===== src/hw/rtl/assert_macros.svh =====
// ----------------------------------------------------------------------------
// assert_macros: concurrent assertion helpers, included by ukf_ring
// Each macro expects clk_i and rst_ni in the enclosing module.
// ----------------------------------------------------------------------------
`ifndef ASSERT_MACROS_SVH
`define ASSERT_MACROS_SVH

// Property checked on every rising clock edge outside reset.
`define UKF_ASSERT(label, prop, msg) \
  label: assert property (@(posedge clk_i) disable iff (!rst_ni) (prop)) else $error(msg);

// Expression that must never be true outside reset.
`define UKF_ASSERT_NEVER(label, expr, msg) \
  `UKF_ASSERT(label, !(expr), msg)

`endif


===== src/hw/rtl/ukf_pkg.sv =====
// ----------------------------------------------------------------------------
// ukf_pkg: shared types and constants of the unique key queue
// Command and status codes, field widths and the request and response
// structs passed between the top level and the ring store.
// ----------------------------------------------------------------------------
package ukf_pkg;

  localparam int unsigned KeyW   = 16;
  localparam int unsigned ValueW = 32;
  localparam int unsigned OccW   = 5;
  localparam int unsigned StatW  = 3;

  typedef enum logic {
    CMD_ENQ = 1'b0,
    CMD_DEQ = 1'b1
  } cmd_e;

  typedef enum logic [StatW-1:0] {
    ST_ENQUEUED  = 3'd0,
    ST_DUPLICATE = 3'd1,
    ST_DEQUEUED  = 3'd2,
    ST_UNDERFLOW = 3'd3,
    ST_FULL      = 3'd4
  } status_e;

  typedef struct packed {
    logic              valid;
    cmd_e              cmd;
    logic [KeyW-1:0]   key;
    logic [ValueW-1:0] value;
  } ukf_req_t;

  typedef struct packed {
    status_e           status;
    logic [KeyW-1:0]   key;
    logic [ValueW-1:0] value;
  } ukf_rsp_t;

endpackage


===== src/hw/rtl/ukf_ring.sv =====
// ----------------------------------------------------------------------------
// ukf_ring: ring store of key and value entries with duplicate detection
// Compares the request key against every occupied slot in parallel, decides
// the operation and updates head, tail, count and slot valid bits.
// ----------------------------------------------------------------------------
module ukf_ring #(
  parameter int unsigned DEPTH = 16
) (
  input  logic                               clk_i,
  input  logic                               rst_ni,
  input  ukf_pkg::ukf_req_t                  req_i,
  output ukf_pkg::ukf_rsp_t                  rsp_o,
  output logic [$clog2(DEPTH+1)-1:0]         count_o,
  output logic                               empty_o
);
  import ukf_pkg::*;

  localparam int unsigned IdxW = $clog2(DEPTH);
  localparam int unsigned CntW = $clog2(DEPTH + 1);

  logic [KeyW-1:0]   key_q   [DEPTH];
  logic [ValueW-1:0] value_q [DEPTH];
  logic [DEPTH-1:0]  occ_q;
  logic [IdxW-1:0]   head_q, tail_q, head_inc, tail_inc;
  logic [CntW-1:0]   count_q, count_d;
  logic [DEPTH-1:0]  hit;
  logic              dup, full, empty, do_enq, do_deq;

  always_comb begin
    for (int i = 0; i < DEPTH; i++) begin
      hit[i] = occ_q[i] && (key_q[i] == req_i.key);
    end
  end

  assign dup   = |hit;
  assign full  = (count_q == CntW'(DEPTH));
  assign empty = (count_q == '0);

  assign head_inc = (head_q == IdxW'(DEPTH - 1)) ? '0 : head_q + IdxW'(1);
  assign tail_inc = (tail_q == IdxW'(DEPTH - 1)) ? '0 : tail_q + IdxW'(1);

  // Duplicate check wins over full.
  assign do_enq = req_i.valid && (req_i.cmd == CMD_ENQ) && !dup && !full;
  assign do_deq = req_i.valid && (req_i.cmd == CMD_DEQ) && !empty;

  always_comb begin
    rsp_o.key   = '0;
    rsp_o.value = '0;
    case (req_i.cmd)
      CMD_ENQ: begin
        if (dup) begin
          rsp_o.status = ST_DUPLICATE;
        end else if (full) begin
          rsp_o.status = ST_FULL;
        end else begin
          rsp_o.status = ST_ENQUEUED;
        end
      end
      CMD_DEQ: begin
        if (empty) begin
          rsp_o.status = ST_UNDERFLOW;
        end else begin
          rsp_o.status = ST_DEQUEUED;
          rsp_o.key    = key_q[head_q];
          rsp_o.value  = value_q[head_q];
        end
      end
      default: begin
        rsp_o.status = ST_UNDERFLOW;
      end
    endcase
  end

  always_comb begin
    count_d = count_q;
    if (do_enq) begin
      count_d = count_q + CntW'(1);
    end else if (do_deq) begin
      count_d = count_q - CntW'(1);
    end
  end

  assign count_o = count_d;
  assign empty_o = (count_d == '0);

  always_ff @(posedge clk_i or negedge rst_ni) begin
    if (!rst_ni) begin
      head_q  <= '0;
      tail_q  <= '0;
      count_q <= '0;
      occ_q   <= '0;
    end else begin
      count_q <= count_d;
      if (do_enq) begin
        occ_q[tail_q] <= 1'b1;
        tail_q        <= tail_inc;
      end
      if (do_deq) begin
        occ_q[head_q] <= 1'b0;
        head_q        <= head_inc;
      end
    end
  end

  always_ff @(posedge clk_i) begin
    if (do_enq) begin
      key_q[tail_q]   <= req_i.key;
      value_q[tail_q] <= req_i.value;
    end
  end

`include "assert_macros.svh"

  `UKF_ASSERT(a_count_matches_valid, CntW'($countones(occ_q)) == count_q, "count mismatch")
  `UKF_ASSERT(a_keys_unique, $onehot0(hit), "key stored in more than one slot")
  `UKF_ASSERT_NEVER(a_enq_overwrite, do_enq && occ_q[tail_q], "enqueue into an occupied slot")

endmodule


===== src/hw/rtl/unique_key_fifo.sv =====
// ----------------------------------------------------------------------------
// unique_key_fifo: FIFO of key and value entries that rejects duplicate keys
// Each input word is an enqueue (tuser 0) or a dequeue (tuser 1) and yields
// exactly one result word: a status, the dequeued entry, the entry count
// and an empty flag. One word is accepted every clock cycle while the
// output is not stalled; a result word passes through the input register,
// then the result register, before it is presented. The new key is
// compared combinationally against all DEPTH slot registers in parallel.
// Output stalls hold the result register and back up into the input
// register.
// ----------------------------------------------------------------------------
module unique_key_fifo #(
  parameter int unsigned DEPTH = 16
) (
  input  logic        clk_i,
  input  logic        rst_ni,
  input  logic        s_axis_tvalid_i,
  output logic        s_axis_tready_o,
  // [15:0] entry_key, [47:16] entry_value
  input  logic [47:0] s_axis_tdata_i,
  // [0] command
  input  logic [0:0]  s_axis_tuser_i,
  output logic        m_axis_tvalid_o,
  input  logic        m_axis_tready_i,
  // [15:0] removed_key, [47:16] removed_value, [52:48] occupancy,
  // [53] empty_flag, [55:54] zero
  output logic [55:0] m_axis_tdata_o,
  // [2:0] status
  output logic [2:0]  m_axis_tuser_o
);
  import ukf_pkg::*;

  localparam int unsigned CntW = $clog2(DEPTH + 1);

  logic              in_vld_q;
  cmd_e              in_cmd_q;
  logic [KeyW-1:0]   in_key_q;
  logic [ValueW-1:0] in_val_q;

  logic              out_vld_q;
  status_e           out_status_q;
  logic [KeyW-1:0]   out_key_q;
  logic [ValueW-1:0] out_val_q;
  logic [OccW-1:0]   out_occ_q;
  logic              out_empty_q;

  logic                 advance, in_take;
  ukf_req_t             req;
  ukf_rsp_t             rsp;
  logic [CntW-1:0]      cnt;
  logic                 empty;
  logic [OccW+CntW-1:0] cnt_ext;

  assign advance         = in_vld_q && (!out_vld_q || m_axis_tready_i);
  assign s_axis_tready_o = !in_vld_q || advance;
  assign in_take         = s_axis_tvalid_i && s_axis_tready_o;

  assign req.valid = advance;
  assign req.cmd   = in_cmd_q;
  assign req.key   = in_key_q;
  assign req.value = in_val_q;

  ukf_ring #(
    .DEPTH(DEPTH)
  ) u_ring (
    .clk_i   (clk_i),
    .rst_ni  (rst_ni),
    .req_i   (req),
    .rsp_o   (rsp),
    .count_o (cnt),
    .empty_o (empty)
  );

  // Occupancy field keeps the low bits of the count.
  assign cnt_ext = {{OccW{1'b0}}, cnt};

  always_ff @(posedge clk_i or negedge rst_ni) begin
    if (!rst_ni) begin
      in_vld_q  <= 1'b0;
      out_vld_q <= 1'b0;
    end else begin
      if (s_axis_tready_o) begin
        in_vld_q <= s_axis_tvalid_i;
      end
      if (advance) begin
        out_vld_q <= 1'b1;
      end else if (m_axis_tready_i) begin
        out_vld_q <= 1'b0;
      end
    end
  end

  always_ff @(posedge clk_i) begin
    if (in_take) begin
      in_cmd_q <= cmd_e'(s_axis_tuser_i);
      in_key_q <= s_axis_tdata_i[KeyW-1:0];
      in_val_q <= s_axis_tdata_i[KeyW+ValueW-1:KeyW];
    end
    if (advance) begin
      out_status_q <= rsp.status;
      out_key_q    <= rsp.key;
      out_val_q    <= rsp.value;
      out_occ_q    <= cnt_ext[OccW-1:0];
      out_empty_q  <= empty;
    end
  end

  assign m_axis_tvalid_o = out_vld_q;
  assign m_axis_tuser_o  = out_status_q;
  assign m_axis_tdata_o  = {2'b00, out_empty_q, out_occ_q, out_val_q, out_key_q};

endmodule

===== config.mk =====
export PLATFORM = sky130hd
export DESIGN_NAME = unique_key_fifo
export DESIGN_NICKNAME = d
export VERILOG_FILES = /design/src/hw/rtl/ukf_pkg.sv /design/src/hw/rtl/ukf_ring.sv /design/src/hw/rtl/unique_key_fifo.sv
export VERILOG_INCLUDE_DIRS = /design/src /design/src/hw/rtl
export SDC_FILE = /design/constraint.sdc
export NUM_CORES = 1
export LEC_CHECK = 0
export ABC_AREA = 1
export BUFFER_PORTS_ARGS = -buffer_cell sky130_fd_sc_hd__buf_2
export CORE_ASPECT_RATIO = 1.25
export CORE_MARGIN = 8
export CORE_UTILIZATION = 55
export DETAILED_ROUTE_END_ITERATION = 12
export GPL_TIMING_DRIVEN = 0
export HOLD_SLACK_MARGIN = 0.08
export PLACE_DENSITY = 0.7
export SLEW_MARGIN = 20
export SYNTH_ARGS = -nofsm -noshare
export SYNTH_HDL_FRONTEND = slang
export SYNTH_SLANG_ARGS = --single-unit

===== constraint.sdc =====
create_clock -name clk_i -period 4.65 [get_ports clk_i]
set_input_delay 0 -clock clk_i [delete_from_list [all_inputs] [get_ports clk_i]]
set_output_delay 0 -clock clk_i [all_outputs]
set_load 0.1 [all_outputs]

==> impl_results.md <==
* Core ar. at 0.0693 mm²
* Vias at 30.0k
* Remaining global-route overflow at 0
* Total Routing Usage GR at 39.1%
* Fill cell count at 5,388
* Area of the multi-input gates at 0.00982 mm²
* Via count of the first global-routing pass at 29.3k
* Sw frac at 41.2%
* Cts bufs inserted at 89
* Largest net degree at the start of global routing at 42
* Crit Path Max Fanout at 11
* Drt pass-1 iters at 7
* R2R depth at 8
* Starting density of the core at 55.6%
* Synth area leaders: edfxtp_1 (68%), o21ai_0 (6.3%), nand2_1 (5.8%)
* Gate Count Post-Synth at 3,361
* Reg power frac at 37.4%
* Max-Cap Viols at 0
* Sw Pwr at 11.2 mW
* Leak pwr at 16.0 nW
* Resize count post-CTS at 0
* Sequential standard cell area at 0.0270 mm²
* Worst min path class: in2reg
* Setup TNS at 0 ps
* Vias per cell at 6.39
* First-pass GRT wire length at 215,000 µm
* Final instance area at 0.0448 mm²
* Final setup vio count at 0
* Drt drc at 0
* Primary FF master, synth: edfxtp_1
* Die W at 253 µm
* Worst Tran Pin Value at 1290 ps
* Cts-stage hold buffer count at 102
* VDD IR max at 0.000453 V
* PortBufs at 111
* Synth Register Bits at 905
* Clock Sinks at 905
* Critical Path AT at 5020 ps
* CTS Root Cell: clkbuf_16
* Most numerous cell in the Yosys netlist: edfxtp_1
* # nets final at 3,751
* Total internal power at 16.0 mW
* Area post-placement at 0.0408 mm²
* Hold_ws at 145 ps
* Mapped Area at 0.0385 mm²
* Met3 WL at 16,800 µm
* Pre-CTS setup slack at 298 ps
* Clock power share at 27.5%
* Final Hold Fails at 0
* Initial antenna violation count at 8
* Combinational share of power at 35.1%
* Max clock buf depth at 3
* Area Growth Syn to Fin at 16.3%
* EDFF count, synth at 874
* I/O pin count at 114
* RSZ-0062 raised after global routing: false
* Post-CTS setup buffers at 0
* Clock Latency Late Sink at 700 ps
* Length of routed wiring on met1 at 53,100 µm
* Cell taking the most area after synthesis: edfxtp_1
* TritonCTS clock tree: yes
* Cell Rows at 108
* Final ANT Viol Nets at 0
* Post-synth top cells: edfxtp_1 (874), nand2_1 (600), o21ai_0 (486)
* Die area at 0.0788 mm²
* Max Fclk at 216 MHz
* Htree depth at 3
* Post-DP HPWL at 106,000 µm
* Uppermost layer routed: met5
* Final WS setup at 20.1 ps
* Period utilization at 99.6%
* Clk_skew at 39.6 ps
* Initial drt markers at 4,457
* Final min period at 4630 ps
* Crit path required time at 5040 ps
* Total Wirelength at 156,000 µm
* Final GP Congestion at 1.11
* Status: completed
* Final core occ at 64.6%
* Max transition margin at 13.9%
* Clock Pin Slew Worst Setup and Hold Paths at 60 ps
* DR WL met2 at 70,900 µm
* Share of cells above drive strength 1 at 9.55%
* CP Launch Type: flip-flop
* Die H at 312 µm
* Type of the worst setup path: reg2reg
* Top cell type's share of synthesized area at 68.1%
* Post-synth ARST share at 3.43%
* Syn Area/Cell at 11.5 µm²
* Crit end category: flip-flop
* Yosys Warn Count at 0
* Power Dens Cells at 607 mW/mm²
* Hold depth at 2
* Fin. max-slew vios at 0
* Avg WL per Cell at 33.2 µm
* Sequential area share after synthesis at 70.1%
* Post-synthesis cell type count at 43
power groups by stage:
| stage | combinational [mW] | clock (mW) | sequential [mW] |
|---|---|---|---|
| after floorplan | 4.09 | 0 | 11.2 |
| after global placement | 8.89 | 0 | 10.3 |
| after detailed placement | 9.06 | 0 | 10.3 |
| after CTS | 9.17 | 7.44 | 10.1 |
| after global routing | 9.80 | 7.75 | 10.2 |
| final | 9.55 | 7.46 | 10.2 |
path summary, 6_finish.rpt:
path                                         startpoint                           end  slack, ps
hold reg to reg             m_axis_tvalid_o$_DFFE_PN0P_   m_axis_tvalid_o$_DFFE_PN0P_        550
min in group asynchronous                        rst_ni  u_ring.head_q[0]$_DFFE_PN0P_        390
setup / recovery           u_ring.head_q[0]$_DFFE_PN0P_   out_key_q[15]$_SDFFCE_PP0P_         20
hold / removal                       s_axis_tdata_i[10]        in_key_q[10]$_DFFE_PP_        150
max in group asynchronous                        rst_ni   u_ring.count_q[1]$_DFF_PN0_       4070
setup reg to reg           u_ring.head_q[0]$_DFFE_PN0P_   out_key_q[15]$_SDFFCE_PP0P_         20
per-layer routing:
layer	up-vias	GRT usage (%)
met3	630	7.72
met1	14500	47.2
met5	-	0
li1	12500	-
met2	2314	61.0
met4	6	30.7
metrics by stage:
stage                     power (mW)  cells
final                           27.2   4695
after global routing            27.7   4694
after CTS                       26.8   4693
after detailed placement        19.4   4429
after global placement          19.2   4408
after floorplan                 15.3   3362
state kept, by name, indices dropped and copies added, names as in the netlist, 3 cells and up:
register        count
out_occ_q           5
out_key_q          16
m_axis_tuser_o      3
u_ring.tail_q       4
u_ring.value_q    512
u_ring.key_q      256
in_val_q           32
u_ring.head_q       4
in_key_q           16
out_val_q          32
u_ring.count_q      5
u_ring.occ_q       16
worst max-delay path, stage by stage, from the launching register on:
cell	delay, ps
dfrtp_1	620
inv_1	160
clkbuf_1	570
clkbuf_1	930
clkbuf_1	850
nor2_1	70
o21ai_0	530
nand2_1	100
a41oi_1	490
layout make-up:
class / count / share of cell area, %
tap: 935 / 2.61
timing repair buffer: 235 / 4.69
clock inverter: 47 / 1.25
clock buffer: 115 / 5.33
multi-input combinational: 2052 / 21.9
inverter: 213 / 1.89
sequential: 905 / 60.3
buffer: 192 / 1.99
antenna: 1 / 0.00558
cell families (layout without fill, tap and decap cells):
family	after synthesis	count (layout)	synth area share, %
xor gates and xnor gates	77	77	1.75
buffers and inverters	405	802	4.37
DFF	905	905	70.1
and+or+nand+nor	1142	1142	11.7
other	1	3	0.00973
adders and majority gates	10	10	0.325
AOI/OAI and AO/OA	821	821	11.8
cells in the final DEF, fill, tap and decap left out, types with 12 or more instances in the layout:
master,instances
edfxtp_1,874
nand2_1,600
o21ai_0,486
nor2_1,467
inv_1,176
o22ai_1,155
clkbuf_1,150
buf_2,127
dlygate4sd3_1,101
clkbuf_16,92
a21oi_1,88
xor2_1,69
a41oi_1,48
dfrtp_1,31
o21ai_1,29
nand3_1,25
clkinv_1,21
inv_4,19
nor3_1,19
inv_2,18
buf_1,15
buf_4,14
bufinv_16,12
buf_16,12
No activity file was read; power rests on OpenSTA's default activity.
